==> config.mk <==
export PLATFORM = sky130hd
export DESIGN_NAME = edd_queue
export DESIGN_NICKNAME = d
export VERILOG_FILES = /design/src/hw/rtl/edd_queue.sv
export SDC_FILE = /design/constraint.sdc
export NUM_CORES = 1
export LEC_CHECK = 0
export BUFFER_PORTS_ARGS = -buffer_cell sky130_fd_sc_hd__buf_2
export CAP_MARGIN = 20
export CORE_UTILIZATION = 59
export DETAILED_ROUTE_END_ITERATION = 12
export PLACE_DENSITY = 0.82
export SLEW_MARGIN = 20
export SYNTH_ARGS = -nofsm -noshare
export SYNTH_HDL_FRONTEND = slang
export SYNTH_SLANG_ARGS = --single-unit
==> constraint.sdc <==
create_clock -name clk -period 2.3 [get_ports clk]
set_input_delay 0.23 -clock clk [delete_from_list [all_inputs] [get_ports clk]]
set_output_delay 0.23 -clock clk [all_outputs]
set_load 0.1 [all_outputs]
==> src/hw/rtl/edd_queue.sv <==
// Short request queue between the front and back parts.
module edd_queue #(
	parameter int WIDTH = 8,
	parameter int DEPTH = 4
) (
	input  logic             clk,
	input  logic             arst_n,
	input  logic             push,
	input  logic [WIDTH-1:0] wdata,
	output logic             full,
	input  logic             pop,
	output logic [WIDTH-1:0] rdata,
	output logic             empty
);

	localparam int PTR_W = $clog2(DEPTH);
	localparam int CNT_W = $clog2(DEPTH + 1);

	logic [WIDTH-1:0] mem_q [DEPTH];
	logic [PTR_W-1:0] wr_ptr_q;
	logic [PTR_W-1:0] rd_ptr_q;
	logic [CNT_W-1:0] count_q;

	assign full = (count_q == CNT_W'(DEPTH));
	assign empty = (count_q == '0);
	assign rdata = mem_q[rd_ptr_q];

	always_ff @(posedge clk) begin
		if (push) begin
			mem_q[wr_ptr_q] <= wdata;
		end
	end

	always_ff @(posedge clk or negedge arst_n) begin
		if (!arst_n) begin
			wr_ptr_q <= '0;
			rd_ptr_q <= '0;
			count_q <= '0;
		end else begin
			if (push) begin
				wr_ptr_q <= (wr_ptr_q == PTR_W'(DEPTH - 1)) ? '0 : wr_ptr_q + PTR_W'(1);
			end
			if (pop) begin
				rd_ptr_q <= (rd_ptr_q == PTR_W'(DEPTH - 1)) ? '0 : rd_ptr_q + PTR_W'(1);
			end
			unique case ({push, pop})
				2'b10: begin
					count_q <= count_q + CNT_W'(1);
				end
				2'b01: begin
					count_q <= count_q - CNT_W'(1);
				end
				default: begin
				end
			endcase
		end
	end

endmodule

### Word-level counts from Yosys, hierarchy flattened

Memories as Yosys holds them, arrays and structs flattened.
Cells that the tools add are included.

| operators by class | value |
|---|---|
| equal/unequal tests | 5 |
| $add $sub $neg | 4 |
| reductions and logical operators | 2 |
| muxes and demuxes | 5 |

Operator list:

| operator | number |
|---|---|
| $eq A2 B2 Y1 const B | 3 |
| $pmux W3 S2 | 1 |
| $add A2 B1 Y2 const B | 2 |
| $mux W2 | 2 |
| $add A3 B1 Y3 const B | 1 |
| $eq A3 B3 Y1 const B | 1 |
| $logic_not A3 Y1 | 1 |
| $sub A3 B1 Y3 const B | 1 |
| $eq A2 B1 Y1 const B | 1 |
| $mux W1 | 2 |
| $reduce_bool A2 Y1 | 1 |

| word-level totals | value |
|---|---|
| word-level logic and storage cells | 20 |
| memories kept | 1 |
| output and inout bits | 10 |
| input port bits | 12 |
| memory bits (writable) | 32 |
| flip-flop bits (word level) | 7 |

Memories:

| name | depth | bits a word | read ports | clocked after memory_dff | write ports | RTL line | RTL |
|---|---|---|---|---|---|---|---|
| mem_q | 4 | 8 | 1 | 0 | 1 | 19 | `logic [WIDTH-1:0] mem_q [DEPTH];` |

### Depth between registers and ports, before layout

| depth | value |
|---|---|
| depth in word-level cells | 2 |
| mapped depth | 7 |
| depth with buffers taken out | 7 |

### Worst setup path before layout

Ideal clock, no wire load.

| path | value |
|---|---|
| kind | reg2out |
| from | reg count_q[0] |
| to | out empty |
| arrival time | 2.459 ns |
| setup slack | -0.389 ns |
| stages on the path, launching flop included | 2 |
| buffers on the path | 0 |
| data required time | 2.070 ns |
| cell sequence | dfrtp_1 > nor3_1 |

| between the ends | value |
|---|---|
| longest elaborated chain between the ends | 1 |

Ends and longest elaborated chain:

| element | RTL line | RTL |
|---|---|---|
| start: declaration | 22 | `logic [CNT_W-1:0] count_q;` |
| start signal: assignment | 48 | `count_q <= count_q + CNT_W'(1);` |
| start signal: assignment | 51 | `count_q <= count_q - CNT_W'(1);` |
| $logic_not A3 Y1 | 25 | `assign empty = (count_q == '0);` |
| end: declaration | 13 | `output logic empty` |

Every way passes these cells.

### Worst setup path in the final report

| path | value |
|---|---|
| from | reg rd_ptr_q[0] |
| to | out rdata[4] |

| between the ends | value |
|---|---|
| longest elaborated chain between the ends | 1 |

Ends and longest elaborated chain:

| element | RTL line | RTL |
|---|---|---|
| start: declaration | 21 | `logic [PTR_W-1:0] rd_ptr_q;` |
| start signal: assignment | 44 | `rd_ptr_q <= (rd_ptr_q == PTR_W'(DEPTH - 1)) ? '0 : rd_ptr_q + PTR_W'(1);` |
| $mem_v2 Z4 W8 | -- |  |
| end: declaration | 12 | `output logic [WIDTH-1:0] rdata,` |

Every way passes these cells.

==> flow_summary.json <==
{
  "synth_seq_cells": 39,
  "cp.required_ns": 2.07,
  "timing.final.setup_violations": 0,
  "floorplan.initialDensity_pct": 62.9,
  "worstReg2RegEnd": "count_q[2]",
  "gp_routability_congestion": 0.646,
  "first_pass_drt_iterations": 4,
  "floorplan.die_area_um2": 2880,
  "met1Wirelength_um": 993,
  "cts_made_buffers": 5,
  "clock_latency_ns": 0.34,
  "worstPathArrival_ns": 1.79,
  "routedWlPerCell_um": 17.3,
  "cell_total_after_placement": 129,
  "detailedRoute.firstIterationViolations": 21,
  "most_common_cell_after_layout_fill_and_taps_aside": "edfxtp_1",
  "path_cells": "mux4_2 -> buf_2",
  "post_synthesis_adder_cell_area_fraction_pct": 6.05,
  "nets": 126,
  "r2r_setup_slack_ns": 0.81,
  "syn_inst": 80,
  "wl_mm": 2.39,
  "layout_worst_path_cycle_share_pct": 87.8,
  "antenna_found_initial": 0,
  "slew_violations": 0,
  "detailroute.via_count": 765,
  "final.min_clock_period_ns": 2.02,
  "grt_pass1_wl_mm": 3.90,
  "cp_startpoint_kind": "flip-flop",
  "hold_viol": 0,
  "maximum_number_of_pins_on_one_net_before_global_route_repair": 14,
  "post_route_cells_drive_above_1_share_pct": 38.0,
  "hp-class": "input port to flip-flop",
  "floorplan.die.height_um": 53.6,
  "die-width_um": 53.6,
  "critPathCaptureType": "output port",
  "worst-path-max-fanout": 11,
  "synth.net_count": 99,
  "synthSimpleGateAreaFrac_pct": 3.42,
  "io_buffer_count": 21,
  "max_freq_mhz": 495,
  "tns_ns": 0,
  "regToRegStartpoint": "count_q[0]",
  "run_status": "finished clean",
  "number_of_warnings_issued_by_yosys": 0,
  "clock_sink_count": 39,
  "post_synth_num_cell_types": 19,
  "core_region_area_um2": 2500,
  "ctsLongestPathBuffers": 2,
  "synthXorXnorAreaFrac_pct": 1.67,
  "drt_drc_violations_left": 0,
  "syn2layout_area_growth_pct": 14.2,
  "routed.top_layer": "met4",
  "grt_setup_unrepaired": "false",
  "detail_route.vias_per_cell": 5.54,
  "synth.cell_area_um2": 1570,
  "dr_wl_met2_mm": 1.27,
  "synthesis.area_per_instance_um2": 19.7,
  "clk_pin_slew_worst_paths_ns": 0.12,
  "io_pins": 22,
  "cp_slowest_stage_delay_ns": 0.59,
  "n_antenna_cell": 0,
  "global_route.overflow_total": 0,
  "main_combinational_cell_family_by_area_after_synthesis": "multiplexers",
  "cts.root.buffer_cell": "clkbuf_4",
  "critPathCapture": "rdata[4]",
  "met3WireLength_um": 99,
  "synth_compound_area_share_pct": 0.636,
  "tritoncts": "built",
  "worst_slew_margin_rel_pct": 67.7,
  "synth_mux_area_share_pct": 13.5,
  "vias_in_the_first_global_route": 841,
  "mostFrequentLayoutCells": "edfxtp_1, buf_2, mux4_2",
  "crit_path_from": "rd_ptr_q[0]",
  "crit_path_top_delay_cell": "dfrtp_2",
  "row_count": 18,
  "clock_skew_ns": 0.00510,
  "drtAntennaViolNets": 0,
  "ctsHtreeMaxLevel": 2,
  "tightestPinTransition_ns": 0.488,
  "ff2ff_path_depth": 5,
  "finalNonFillerCells": 138,
  "timing.max_cap.violations": 0,
  "timing_worst_setup_path_type": "flip-flop to output port",
  "grt_resource_usage_total_pct": 21.2,
  "proportion_of_synthesized_chip_area_in_sequential_cells_pct": 72.2
}
==> worst min path at each step <==
| stage | from | end | slack, ns | depth (start not counted) |
|---|---|---|---|---|
| after floorplan | arst_n | count_q[0] | -0.07 | 0 |
| after detailed placement | arst_n | count_q[0] | 0.07 | 1 |
| after global placement | arst_n | count_q[2] | 0.07 | 1 |
| after global routing | wdata[4] | mem_q[1][4] | 0.09 | 1 |
| final | wdata[2] | mem_q[0][2] | 0.09 | 1 |
| after CTS | wdata[4] | mem_q[1][4] | 0.09 | 1 |
==> registers in the layout, summed over array words and instances, names as in the netlist <==
signal / cells
count_q: 3
mem_q: 32
rd_ptr_q: 2
wr_ptr_q: 2
==> worst max-delay path: cells and delay by family, from the launching register on <==
kind	cells	cell delay, ns
flip-flops	1	0.59
buffers and inverters	1	0.31
multiplexers	1	0.56
==> synth_stat cells <==
cell type / count / area (um2)
and3_1: 1 / 6.26
nand2_1: 1 / 3.75
ha_1: 6 / 75.1
o21ai_0: 2 / 10.0
xnor2_1: 1 / 8.76
mux2_2: 2 / 22.5
dfrtp_1: 7 / 175
edfxtp_1: 32 / 961
inv_1: 6 / 22.5
and2_1: 4 / 25.0
mux2i_1: 1 / 10.0
or3_1: 1 / 6.26
nor2_1: 2 / 7.51
fa_1: 1 / 20.0
xor2_1: 2 / 17.5
nor3_1: 1 / 5.00
buf_6: 1 / 11.3
buf_2: 1 / 5.00
mux4_2: 8 / 180
==> metal layers <==
| layer | track usage [%] | vias up |
|---|---|---|
| met3 | 6.21 | 4 |
| met5 | 0 | - |
| met1 | 24.0 | 385 |
| li1 | - | 357 |
| met4 | 8.33 | 0 |
| met2 | 37.5 | 19 |
==> stage by stage <==
| stage | setup WS (ns) | area [um2] | util [%] | hold WS [ns] |
|---|---|---|---|---|
| floorplan | 0.469 | 1580 | - | -0.0656 |
| global placement | 0.461 | 1700 | 68.2 | 0.0692 |
| detailed placement | 0.429 | 1700 | 68.2 | 0.0744 |
| CTS | 0.0485 | 1800 | 71.8 | 0.0885 |
| global route | 0.201 | 1800 | 71.9 | 0.0910 |
| finish | 0.281 | 1800 | 71.9 | 0.0944 |
==> cells by family after synthesis <==
| group | Yosys count |
|---|---|
| DFF | 39 |
| muxes | 11 |
| and+or+nand+nor | 10 |
| buffers and inverters | 8 |
| adders and majority gates | 7 |
| xor gates and xnor gates | 3 |
| AOI/OAI and AO/OA | 2 |
==> timing repair <==
action | 4_1_cts | 5_1_grt
endpoints found under the setup margin | 0 | 7
hold buffers | 1 | 0
hold endpoints to repair | 7 | 0
setup buffers | 0 | 0
resized for setup | 0 | 1
==> area by class of cell <==
| class | count | area, um2 |
|---|---|---|
| Tap cell | 30 | 37.5 |
| Fill cell | 163 | 703 |
| Clock inverter | 3 | 43.8 |
| Inverter | 6 | 22.5 |
| Sequential cell | 39 | 1140 |
| Multi-Input combinational cell | 33 | 403 |
| Clock buffer | 5 | 37.5 |
| Timing Repair Buffer | 22 | 115 |
Power is not shown: default switching activity piles up to over one toggle a cycle in this logic, so the estimate is an artifact.
