`src/hw/rtl/edd_pkg.sv`:
```
// Shared types and constants of the error diffusion dither core.
package edd_pkg;

	localparam int CFG_INDEX_W = 1;
	localparam int CFG_DATA_W = 16;
	localparam int COL_W = 16;
	localparam int HEIGHT_REG_W = 11;

	localparam logic [CFG_INDEX_W-1:0] REG_IMAGE_WIDTH = 1'b0;
	localparam logic [CFG_INDEX_W-1:0] REG_IMAGE_HEIGHT = 1'b1;

	localparam logic [COL_W-1:0] IMAGE_WIDTH_RESET = 16'd640;
	localparam logic [HEIGHT_REG_W-1:0] IMAGE_HEIGHT_RESET = 11'd480;

	localparam int LUMA_R = 299;
	localparam int LUMA_G = 587;
	localparam int LUMA_B = 114;
	localparam int LUMA_ROUND = 500;
	localparam int SUM_W = 18;
	localparam int RECIP_1000 = 268436;
	localparam int RECIP_W = 19;
	localparam int RECIP_SHIFT = 28;
	localparam int PROD_W = SUM_W + RECIP_W;

	localparam int THRESHOLD = 127;
	localparam int WHITE_LEVEL = 255;

	localparam int QUEUE_DEPTH = 4;

	localparam int SIDE_W = 7;
	localparam int DIAG_W = 6;

	typedef struct packed {
		logic first_col;
		logic top_row;
		logic col_last;
		logic img_last;
	} flags_t;

	typedef struct packed {
		logic [7:0] gray;
		flags_t flags;
	} pix_t;

	typedef struct packed {
		logic [DIAG_W-1:0] diag;
		logic [SIDE_W-1:0] side;
	} line_t;

endpackage

```
`src/hw/rtl/edd_front.sv`:
```
// Front part: configuration registers, pixel intake, position tracking and gray conversion.
module edd_front #(
	parameter int MAX_ROWS = 1024,
	parameter int ROW_W = 10
) (
	input  logic                               clk,
	input  logic                               arst_n,
	input  logic                               cfg_wr_en,
	input  logic [edd_pkg::CFG_INDEX_W-1:0]    cfg_index,
	input  logic [edd_pkg::CFG_DATA_W-1:0]     cfg_wdata,
	input  logic                               pix_valid,
	output logic                               pix_stall,
	input  logic [7:0]                         red,
	input  logic [7:0]                         green,
	input  logic [7:0]                         blue,
	output logic                               push,
	output logic [ROW_W-1:0]                   push_row,
	output edd_pkg::pix_t                      push_pix,
	input  logic                               q_full
);

	localparam int HGT_W = $clog2(MAX_ROWS + 1);
	localparam int SUM_W = edd_pkg::SUM_W;
	localparam int PROD_W = edd_pkg::PROD_W;

	logic [edd_pkg::COL_W-1:0] width_q;
	logic [edd_pkg::HEIGHT_REG_W-1:0] height_q;
	logic [edd_pkg::COL_W-1:0] col_q;
	logic [ROW_W-1:0] row_q;

	logic [HGT_W-1:0] h_eff;
	logic [edd_pkg::COL_W-1:0] w_eff;
	logic [HGT_W-1:0] row_next_cnt;
	logic [edd_pkg::COL_W:0] col_next_cnt;
	edd_pkg::flags_t flags;

	logic adv;
	logic accept;
	logic [SUM_W-1:0] sum;
	logic [PROD_W-1:0] prod;

	logic valid_s1;
	logic [SUM_W-1:0] sum_s1;
	edd_pkg::flags_t flags_s1;
	logic [ROW_W-1:0] row_s1;

	logic valid_s2;
	edd_pkg::pix_t pix_s2;
	logic [ROW_W-1:0] row_s2;

	always_ff @(posedge clk or negedge arst_n) begin
		if (!arst_n) begin
			width_q <= edd_pkg::IMAGE_WIDTH_RESET;
			height_q <= edd_pkg::IMAGE_HEIGHT_RESET;
		end else if (cfg_wr_en) begin
			unique case (cfg_index)
				edd_pkg::REG_IMAGE_WIDTH: begin
					width_q <= cfg_wdata;
				end
				edd_pkg::REG_IMAGE_HEIGHT: begin
					height_q <= cfg_wdata[edd_pkg::HEIGHT_REG_W-1:0];
				end
				default: begin
				end
			endcase
		end
	end

	always_comb begin
		priority if (height_q == '0) begin
			h_eff = HGT_W'(1);
		end else if (32'(height_q) > 32'(MAX_ROWS)) begin
			h_eff = HGT_W'(MAX_ROWS);
		end else begin
			h_eff = HGT_W'(height_q);
		end
	end

	assign w_eff = (width_q == '0) ? edd_pkg::COL_W'(1) : width_q;
	assign row_next_cnt = HGT_W'(row_q) + HGT_W'(1);
	assign col_next_cnt = {1'b0, col_q} + (edd_pkg::COL_W + 1)'(1);

	always_comb begin
		flags.first_col = (col_q == '0);
		flags.top_row = (row_q == '0);
		flags.col_last = (row_next_cnt >= h_eff);
		flags.img_last = flags.col_last && (col_next_cnt >= {1'b0, w_eff});
	end

	assign adv = !(valid_s2 && q_full);
	assign pix_stall = !adv;
	assign accept = pix_valid && adv;

	always_ff @(posedge clk or negedge arst_n) begin
		if (!arst_n) begin
			col_q <= '0;
			row_q <= '0;
		end else if (accept) begin
			if (flags.col_last) begin
				row_q <= '0;
				col_q <= flags.img_last ? '0 : col_next_cnt[edd_pkg::COL_W-1:0];
			end else begin
				row_q <= row_q + ROW_W'(1);
			end
		end
	end

	assign sum = SUM_W'(red) * SUM_W'(edd_pkg::LUMA_R)
		+ SUM_W'(green) * SUM_W'(edd_pkg::LUMA_G)
		+ SUM_W'(blue) * SUM_W'(edd_pkg::LUMA_B)
		+ SUM_W'(edd_pkg::LUMA_ROUND);

	// Division by 1000 as a multiply by a rounded-up reciprocal; exact for every sum here.
	assign prod = PROD_W'(sum_s1) * PROD_W'(edd_pkg::RECIP_1000);

	always_ff @(posedge clk or negedge arst_n) begin
		if (!arst_n) begin
			valid_s1 <= 1'b0;
			valid_s2 <= 1'b0;
		end else if (adv) begin
			valid_s1 <= accept;
			valid_s2 <= valid_s1;
		end
	end

	always_ff @(posedge clk) begin
		if (adv) begin
			if (accept) begin
				sum_s1 <= sum;
				flags_s1 <= flags;
				row_s1 <= row_q;
			end
			if (valid_s1) begin
				pix_s2.gray <= prod[edd_pkg::RECIP_SHIFT +: 8];
				pix_s2.flags <= flags_s1;
				row_s2 <= row_s1;
			end
		end
	end

	assign push = valid_s2 && !q_full;
	assign push_row = row_s2;
	assign push_pix = pix_s2;

endmodule

```
`config.mk`:
```
export PLATFORM = sky130hd
export DESIGN_NAME = edd_front
export DESIGN_NICKNAME = d
export VERILOG_FILES = /design/src/hw/rtl/edd_pkg.sv /design/src/hw/rtl/edd_front.sv
export SDC_FILE = /design/constraint.sdc
export NUM_CORES = 1
export LEC_CHECK = 0
export BUFFER_PORTS_ARGS = -buffer_cell sky130_fd_sc_hd__buf_2
export CORE_ASPECT_RATIO = 0.75
export CORE_MARGIN = 2
export CORE_UTILIZATION = 25
export DETAILED_ROUTE_END_ITERATION = 8
export PLACE_DENSITY_LB_ADDON = 0.15
export REMOVE_ABC_BUFFERS = 1
export SYNTH_ARGS = -nofsm -noshare
export SYNTH_HDL_FRONTEND = slang
export SYNTH_SLANG_ARGS = --single-unit
```
`constraint.sdc`:
```
create_clock -name clk -period 13.1 [get_ports clk]
set_input_delay 0.655 -clock clk [delete_from_list [all_inputs] [get_ports clk]]
set_output_delay 0.655 -clock clk [all_outputs]
set_load 0.005 [all_outputs]
```
# Yosys cells after proc, flatten, opt, wreduce, memory -nomap -nowiden
# Cells that the tools add are included.
# op_classes
add_sub_neg,6
multipliers,4
n_reduce_logical,15
n_bitwise,2
mux,5
n_lt_le_gt_ge,3
# ops
op,n
multiplier 18 x 17 -> 34 bit (second input constant),1
logical NOT 16 bit,2
two-way mux 16 bit,2
two-way mux 11 bit,2
adder 17 x 18 -> 18 bit,1
adder 18 x 15 -> 18 bit,1
adder 18 x 9 -> 18 bit (second input constant),1
multiplier 8 x 10 -> 18 bit (second input constant),1
adder 16 x 1 -> 17 bit (second input constant),1
>= comparator 17 x 16 -> 1 bit,1
multiplier 8 x 9 -> 17 bit (second input constant),1
multiplier 8 x 6 -> 14 bit (second input constant),1
adder 10 x 1 -> 11 bit (second input constant),1
>= comparator 11 bit,1
> comparator 11 bit (second input constant),1
logical NOT 11 bit,1
adder 10 x 1 -> 10 bit (second input constant),1
logical NOT 10 bit,1
two-way mux 10 bit,1
AND reduction 2 bit,5
logical AND 1 bit,4
logical NOT 1 bit,2
NOT 1 bit,2
# word_totals
reg_bits,109
wordCells,53

# Longest topological paths before layout
# Gate-level depths: netlist of the first run.
# logic_depth
ltp_word,6
depth_mapped,25
depth_no_buf,25

# Least setup slack after synthesis of the first run
# OpenSTA, ideal clock, no wires.
# synth_timing
path_kind,input -> register
start,in blue[0]
end,reg sum_s1[17] (data pin)
setup_slack_ps,6545
arrival_time_ps,6293
path_buffers,0
path_stages,22
t_required_ps,12837
cell_sequence,fa_1 > inv_1 > fa_1 > inv_1 > ha_1 > ha_1 > fa_1 > xor2_1 > ha_1 > ha_1 > fa_1 > inv_1 > fa_1 > fa_1 > inv_1 > ha_1 > or3_1 > o21ai_0 > a21oi_1 > a221o_1 > o41ai_2 > xnor2_1
# synth_between
elab_chain_cells,3
# synth_lines
element,line_no,source
"start, declared",edd_front.sv:15,"input logic [7:0] blue,"
multiplier 8 x 6 -> 14 bit,edd_front.sv:110,+ SUM_W'(blue) * SUM_W'(edd_pkg::LUMA_B)
adder 18 x 15 -> 18 bit,edd_front.sv:110,
adder 18 x 9 -> 18 bit,edd_front.sv:111,+ SUM_W'(edd_pkg::LUMA_ROUND);
net sum[17],edd_front.sv:39,logic [SUM_W-1:0] sum;
"end signal, assigned",edd_front.sv:129,sum_s1 <= sum;
"end, declared",edd_front.sv:43,logic [SUM_W-1:0] sum_s1;
# The timed path passes the listed nets, and every way through them passes these cells.
# A chain may end at the register's enable or synchronous reset.

# Final worst setup path of the first run
# Same ends and word-level chain as after synthesis.

==> results.yml, run 1 <==
logic_synthesis:
  ys_types: 63
  synth_top_area_frac: 0.2834
  syn_inst: 1201
  syn-cell-area_um2: 12630
  synthArstFlopShare: 0.5046
  yosysTopAreaCell: "ha_1"
  yosysWarnings: 0
  synth-edff-count: 54
  seq_area_frac_synth: 0.2380
  synth_area_leaders: "ha_1 28%, fa_1 19%, edfxtp_1 13%, dfrtp_1 9.7%, inv_1 8.5%"
  synth_flop_cell: "edfxtp_1"
  ys_seq_elements: 109
  syn_avg_cell_area_um2: 10.51
sta:
  setup_tns_ns: 0
  fmax_mhz: 151.8
  holdWs_ns: 0.4227
  max_slew.worst_pin.slew_ns: 1.081
  slew_headroom: 0.2794
  setup_viol: 0
  fin_crit_sh: 0.5028
  rsz0062_at_grt: "no"
  skew_ns: 0.01493
  maxSlewViolCount: 0
  period_needed_ns: 6.586
  hold_viol_final: 0
critical_path:
  r2r-start: "sum_s1[6]"
  critPathRequiredTime_ns: 13.20
  r2r.worst_path.cells: 16
  slowest_stage: "fa_1"
  r2r-end: "push_pix[11]"
  critical_path_class: "in -> reg"
  critPathLaunchType: "input pin"
  worst-r2r-setup-slack_ns: 7.75
  arrival_ns: 6.69
  crit_fanout: 4
  cpMostUsedCell: "fa_1"
  crit_chain: "buf_2 > fa_1 > inv_1 > fa_1 > inv_1 > ha_1 > ha_1 > fa_1 > xor2_1 > ha_1 > ha_1 > fa_1 > inv_1 > fa_1 > fa_1 > inv_1 > ha_1 > or3_1 > o21ai_0 > a21oi_1 > a221o_1 > o41ai_2 > xnor2_1"
  cp_top_family: "adder cells"
  critPathMaxStageDelay_ns: 0.53
  crit_buf_inv: 5
  critPathCaptureType: "flop"
global_routing:
  gr-total-overflow: 0
  grt_pass1_wl_um: 45760
  grt_pass1_vias: 8308
  grt_use_total: 0.1111
  antenna_found_initial: 1
  grt_start_max_net_pins: 56
die:
  die_y_um: 198.6
  row_count: 71
  dieArea_um2: 52340
  start_util: 0.2524
  num_io_pins: 70
  fp.dieW_um: 263.5
  core_um2: 50010
final_layout:
  final_common_cell: "ha_1"
  diodes: 0
  drive_gt1_frac: 0.1003
  regArea_um2: 3005
  final_cell_mix: "286 x ha_1, 285 x inv_1, 120 x fa_1"
  multi_input_area_um2: 8486
  fillerInstances: 5287
  final_nets: 1723
  area_growth_pct: 11.67
route:
  vias_per_cell: 4.157
  ant_nets: 0
  drt-wirelength-per-cell_um: 14.24
  vias: 8035
  drtPass1Iterations: 4
  first_iter_violations: 305
  drc_errors: 0
  wl_um: 27530
clocking:
  cts-resized-gates: 0
  cts_buffer_depth: 2
  ctsRootBufferMaster: "clkbuf_16"
  cts.clk_slew.worst_paths_ns: 0.07
  cts_tree: "built"
  cts_num_sinks: 109
  clk_latency_ns: 0.37
  htree_levels: 3
  postCtsSetupBuffers: 0
  cts-hold-fix-buffers: 0
  cts_made_buffers: 9
placement:
  gp_congestion: 0.7561
  numPortBuffers: 69
  dp_hpwl_um: 23100
min_path:
  worst_hold_path_type: "reg -> reg"
  min_to: "push_row[2]"
  holdPathStages: 0
  min_from: "row_s1[2]"
outcome:
  status: "finished clean"
run:
  cap_viol_max_count: 0
[worst max-delay path by stage]
stage                            end    start  cells after the start
after floorplan           sum_s1[17]  blue[0]                     22
after global placement    sum_s1[17]  blue[0]                     23
after detailed placement  sum_s1[17]  blue[0]                     23
after CTS                 sum_s1[17]  blue[0]                     23
after global routing      sum_s1[16]  blue[0]                     24
final                     sum_s1[17]  blue[0]                     23
[registers in the layout, indices dropped and copies added, names as in the netlist]
name	flops
push_pix	12
sum_s1	18
push_row	10
valid_s1	1
height_q	11
flags_s1	4
valid_s2	1
col_q	16
width_q	16
row_q	10
row_s1	10
[cell families (layout without fill, tap and decap cells)]
logic type | after synthesis | count (layout) | share of synthesized area
adder cells (fa/ha/maj) | 406 | 406 | 0.4737
buffers and inverters | 300 | 375 | 0.08988
AND/OR/NAND/NOR | 179 | 179 | 0.07086
AO/OA/AOI/OAI | 140 | 140 | 0.07809
flip-flops | 109 | 109 | 0.2380
XOR/XNOR | 52 | 52 | 0.03607
multiplexers | 15 | 15 | 0.01338
[through the flow]
step	cell area [um2]	utilization	worst slack (ns)	std cells
final	14100	0.2819	6.514	1933
after global routing	14100	0.2819	6.182	1933
after CTS	14100	0.2819	6.503	1933
after detailed placement	13760	0.2751	6.126	1917
after global placement	13760	0.2751	6.166	1917
after floorplan	12570	-	6.545	1188
[metal layers]
metal / GRT usage / wire length [um] / share of wire
met4: 0.02032 / 173 / 0.0063
met3: 0.01287 / 442 / 0.016
met2: 0.1626 / 11260 / 0.41
met1: 0.1740 / 15640 / 0.57
met5: 0 / 11 / 0.00040
[Yosys cell counts, drive strengths merged, types with 4 or more instances]
library cell and count:
a2111oi 4, a211oi 5, a21o 8, a21oi 28, a22o 15, and2 4
and3 11, buf 5, clkbuf 8, dfrtp 49, dfstp 6, edfxtp 54
fa 120, ha 286, inv 286, mux2 15, nand2 60, nand2b 5
nand3 23, nand4 6, nor2 28, nor2b 10, nor3 14, nor4 10
o21ai 40, o21bai 10, o31ai 4, xnor2 31, xor2 21
[final cells by class]
class,count,area share
tap,657,0.05830
inverter,287,0.07640
multi-input combinational,792,0.6018
clock inverter,5,0.006300
sequential,109,0.2132
clock buffer,11,0.01793
timing repair buffer,72,0.02609
Power of run 1 is left out: the tool's default activity adds up to more than one toggle a clock period on the data nets, which glitch-free logic cannot reach.
==> run 2: changes to the inputs <==
- clock period: 13.1 -> 5.5 ns (I/O delays scaled with it)
==> run 2 against run 1 <==
The flow now finishes with violations (negative setup slack). Cell count is 2.8% higher. First-iteration DRC count shrank 6.2%. Sequential share of layout area is 0.98 points lower. Die area is the same. Clock-buffer cell count shrank 1. Critical path type unchanged. Largest cell class unchanged.
==> results.yml, run 2 (synthesized netlist as in run 1, its figures left out) <==
outcome:
  status: "finished with violations"
  violations: "negative setup slack"
sta:
  maxSlewViolCount: 0
  fmax_mhz: 175.5
  skew_ns: 0.01834
  setup_slack_ns: -0.1978
  setup_viol: 4
  rsz0062_at_grt: "yes"
  slew_headroom: 0.2934
  max_slew.worst_pin.slew_ns: 1.060
  hold_viol_final: 0
  fin_crit_sh: 1.036
  period_needed_ns: 5.698
clocking:
  cts-hold-fix-buffers: 0
  cts.clk_slew.worst_paths_ns: 0.08
  ctsRootBufferMaster: "clkbuf_16"
  clk_latency_ns: 0.36
  htree_levels: 3
  cts_num_sinks: 109
  cts_tree: "built"
  cts_buffer_depth: 2
  cts_made_buffers: 9
die:
  start_util: 0.2524
  die_y_um: 198.6
  num_io_pins: 70
  fp.dieW_um: 263.5
  core_um2: 50010
  dieArea_um2: 52340
  row_count: 71
final_layout:
  area_growth_pct: 17.06
  final_common_cell: "ha_1"
  final_cell_mix: "274 x ha_1, 273 x inv_1, 115 x fa_1"
  finalNonFillerCells: 1987
  drive_gt1_frac: 0.1752
  diodes: 0
  largest_register: "sum_s1"
  final_nets: 1777
  largest_register_ffs: 18
  final_core_utilization: 0.2955
  reg_top3: "sum_s1: 18 flops, col_q: 16 flops, width_q: 16 flops"
route:
  vias_per_cell: 4.134
  wl_um: 27920
  drt-wirelength-per-cell_um: 14.05
  vias: 8215
  drtPass1Iterations: 4
  ant_nets: 0
  first_iter_violations: 286
  drc_errors: 0
global_routing:
  gr-total-overflow: 0
  grt_pass1_vias: 8645
  grt_pass1_wl_um: 46780
  grt_use_total: 0.1120
  grt_start_max_net_pins: 56
  antenna_found_initial: 0
min_path:
  worst_hold_path_type: "in -> async"
placement:
  numPortBuffers: 69
  dp.cells: 1966
  dp_hpwl_um: 23580
  gp_congestion: 0.7621
critical_path:
  r2r.worst_path.cells: 16
  critical_path_class: "in -> reg"
  critPathCaptureType: "flop"
  critPathRequiredTime_ns: 5.59
  crit_fanout: 2
  arrival_ns: 5.79
  critPathLaunchType: "input pin"
run:
  cap_viol_max_count: 0
## run 2: worst paths after layout
path                       slack [ns]     startpoint      endpoint
min                              0.06         arst_n      row_q[7]
max reg2reg                      0.31      sum_s1[6]  push_pix[10]
min reg2reg                      0.42      row_s1[6]   push_row[6]
min in group clk                 0.11  cfg_wdata[12]   width_q[12]
max                             -0.20        blue[0]    sum_s1[17]
max in group asynchronous        4.93         arst_n     col_q[10]
## run 2: final cells by class
cell class	count	area [um2]
Clock buffer	10	229.0
Clock inverter	6	53.80
Fill cell	5260	35230
Timing Repair Buffer	126	810.8
Sequential cell	109	3005
Multi-Input combinational cell	792	8782
Inverter	287	1077
Tap cell	657	822.0
## run 2: metal layers
layer | share of wire | vias up | wire length (um) | GRT usage
li1 | - | 4227 | - | -
met1 | 0.56 | 3913 | 15580 | 0.1747
met2 | 0.42 | 66 | 11680 | 0.1697
met3 | 0.018 | 9 | 496 | 0.01003
met4 | 0.0058 | 0 | 161 | 0.01524
met5 | 0 | - | 0 | 0
## run 2: through the flow
step | setup WS (ns) | TNS (ns) | hold slack [ns] | instance area, um2
2_1_floorplan | -0.6753 | -2.878 | -0.02059 | 12570
3_3_place_gp | -0.9718 | -7.242 | 0.4038 | 14130
3_5_place_dp | -1.021 | -7.337 | 0.4045 | 14130
4_1_cts | -0.5141 | -1.389 | 0.07445 | 14650
5_1_grt | -0.4207 | -1.941 | 0.1183 | 14780
6_report | -0.1978 | -0.6310 | 0.05514 | 14780
## run 2: repair_timing
action	CTS	global route
pin swaps	37	47
endpoints found under the setup margin	9	8
buffers inserted	4	2
resized for setup	43	31
## run 2: critical path, stage by stage
cell and delay (ns):
buf_8 0.10, fa_1 0.54, inv_2 0.04, fa_1 0.49
inv_2 0.05, ha_4 0.24, ha_4 0.16, fa_2 0.37
xor2_2 0.21, ha_4 0.17, ha_4 0.23, fa_1 0.50
inv_1 0.05, fa_1 0.46, fa_1 0.53, inv_2 0.05
ha_4 0.20, or3_4 0.32, o21ai_2 0.07, a21oi_2 0.05
a221o_1 0.34, o41ai_2 0.24, xnor2_1 0.11
Power of run 2 is left out for the same reason.
==> run 3: changes to the inputs <==
==> constraint.sdc (replaced) <==
create_clock -name clk -period 5.5 [get_ports clk]
set_input_delay 0.825 -clock clk [delete_from_list [all_inputs] [get_ports clk]]
set_output_delay 0.825 -clock clk [all_outputs]
set_load 0.005 [all_outputs]
==> run 3 against run 2 <==
The run still ends with negative setup slack left. Sequential share of layout area is 0.35 points lower. Clock skew decreased by 0.0019 ns. Core utilization grew 0.52 points. Cell count up 1.2%. Wire length up 0.67%. Clock-buffer cell count shrank 1. Design area increased by 1.8%. Maximum frequency decreased by 8.6%. Die area unchanged. Worst setup slack worse by 0.53 ns. Critical path depth did not move. Critical endpoint unchanged. Highest routed layer unchanged.
==> results.yml, run 3 (synthesized netlist as in run 1, its figures left out) <==
outcome:
  status: "finished with violations"
  violations: "negative setup slack"
final_layout:
  largest_register_ffs: 18
  final_nets: 1800
  final_common_cell: "inv_1"
  largest_register: "sum_s1"
  drive_gt1_frac: 0.1914
  finalInstanceArea_um2: 15040
  diodes: 0
  area_growth_pct: 19.13
  final_cell_mix: "274 x inv_1, 272 x ha_1, 116 x fa_1"
  fillerInstances: 5275
  reg_top3: "sum_s1: 18 flops, col_q: 16 flops, width_q: 16 flops"
  final_core_utilization: 0.3007
route:
  drt-wirelength-per-cell_um: 13.98
  wl_um: 28100
  ant_nets: 0
  vias: 8247
  vias_per_cell: 4.103
  drc_errors: 0
  first_iter_violations: 255
  drtPass1Iterations: 4
placement:
  gp_congestion: 0.7584
  numPortBuffers: 69
  place_area_um2: 14320
  dp_hpwl_um: 23930
critical_path:
  critPathMaxStageDelay_ns: 0.53
  critPathRequiredTime_ns: 5.59
  r2r-start: "sum_s1[6]"
  crit_chain: "buf_8 > fa_1 > inv_1 > fa_1 > inv_2 > ha_4 > ha_4 > fa_2 > xor2_4 > ha_4 > ha_4 > fa_1 > inv_2 > fa_2 > fa_2 > inv_2 > ha_4 > nand4_1 > a2bb2oi_2 > a21oi_2 > a221o_1 > o41ai_2 > xnor2_1"
  startpoint: "blue[2]"
  cp.depth: 23
  critical_path_class: "in -> reg"
  arrival_ns: 6.32
  critPathLaunchType: "input pin"
  worst-r2r-setup-slack_ns: 0.33
  cp_top_family: "adder cells"
  crit_end: "sum_s1[17]"
  crit_fanout: 3
  crit_buf_inv: 5
  critPathCaptureType: "flop"
  r2r-end: "push_pix[11]"
  slowest_stage: "fa_2"
  cpMostUsedCell: "ha_4"
  r2r.worst_path.cells: 16
die:
  start_util: 0.2524
  die_y_um: 198.6
  core_um2: 50010
  row_count: 71
  fp.dieW_um: 263.5
  num_io_pins: 70
  dieArea_um2: 52340
global_routing:
  grt_use_total: 0.1131
  grt_pass1_wl_um: 47210
  antenna_found_initial: 0
  grt_start_max_net_pins: 56
  gr-total-overflow: 0
  grt_pass1_vias: 8787
sta:
  max_slew.worst_pin.slew_ns: 1.052
  maxSlewViolCount: 0
  skew_ns: 0.01648
  hold_viol_final: 0
  fmax_mhz: 160.4
  slew_headroom: 0.2984
  setup_viol: 10
  period_needed_ns: 6.233
  setup_tns_ns: -4.593
  rsz0062_at_grt: "yes"
  setup_slack_ns: -0.7326
  fin_crit_sh: 1.133
clocking:
  cts_made_buffers: 9
  cts-hold-fix-buffers: 0
  cts_buffer_depth: 2
  cts_tree: "built"
  clk_latency_ns: 0.36
  htree_levels: 3
  ctsRootBufferMaster: "clkbuf_16"
  cts_num_sinks: 109
  cts.clk_slew.worst_paths_ns: 0.07
min_path:
  worst_hold_path_type: "reg -> reg"
  holdPathStages: 0
run:
  cap_viol_max_count: 0
run 3: what timing repair did:
item                                    CTS  global route
buffers inserted                          2             1
pin swaps                                49            31
endpoints found under the setup margin   12            11
resized for setup                        55            18
run 3: how the worst min path moves through the flow:
stage / endpoint / slack, ns / startpoint
final: push_pix[3] / 0.42 / flags_s1[3]
after global routing: push_pix[3] / 0.43 / flags_s1[3]
after CTS: push_row[3] / 0.42 / row_s1[3]
after detailed placement: push_row[3] / 0.40 / row_s1[3]
after global placement: push_row[9] / 0.40 / row_s1[9]
after floorplan: push_pix[0] / 0.40 / flags_s1[0]
run 3: per-stage QoR:
stage	hold slack, ns	std cells	setup WS, ns
2_1_floorplan	0.4003	1188	-1.225
3_3_place_gp	0.4014	1992	-1.541
6_report	0.4174	2010	-0.7326
4_1_cts	0.4203	2009	-0.9276
5_1_grt	0.4282	2010	-0.9230
3_5_place_dp	0.4045	1992	-1.545
run 3: cell type report:
class / count / area (um2) / area share
clock buffers: 9 / 225.2 / 0.01497
clock inverters: 7 / 121.4 / 0.008069
inverters: 287 / 1077 / 0.07162
multi-input cells: 792 / 8820 / 0.5864
flip-flops and latches: 109 / 3005 / 0.1998
well taps: 657 / 822.0 / 0.05465
repair buffers: 149 / 969.7 / 0.06447
run 3: routing by layer:
layer,vias to the layer above,wire (um),GRT usage
met5,-,0,0
met1,3885,15890,0.1760
li1,4273,-,-
met4,0,205,0.01735
met2,78,11510,0.1696
met3,11,500,0.01201
run 3: worst register-to-register path: stages, from the launching register on:
cell       delay (ns)
edfxtp_1         0.47
ha_1             0.36
ha_1             0.24
fa_1             0.54
inv_1            0.05
fa_1             0.47
inv_1            0.05
fa_1             0.51
fa_1             0.49
ha_1             0.31
nand4_1          0.11
nor3_1           0.28
o2111ai_1        0.20
o21ai_2          0.30
a31oi_1          0.16
a21oi_1          0.26
xor2_1           0.11
Power of run 3 is left out for the same reason.
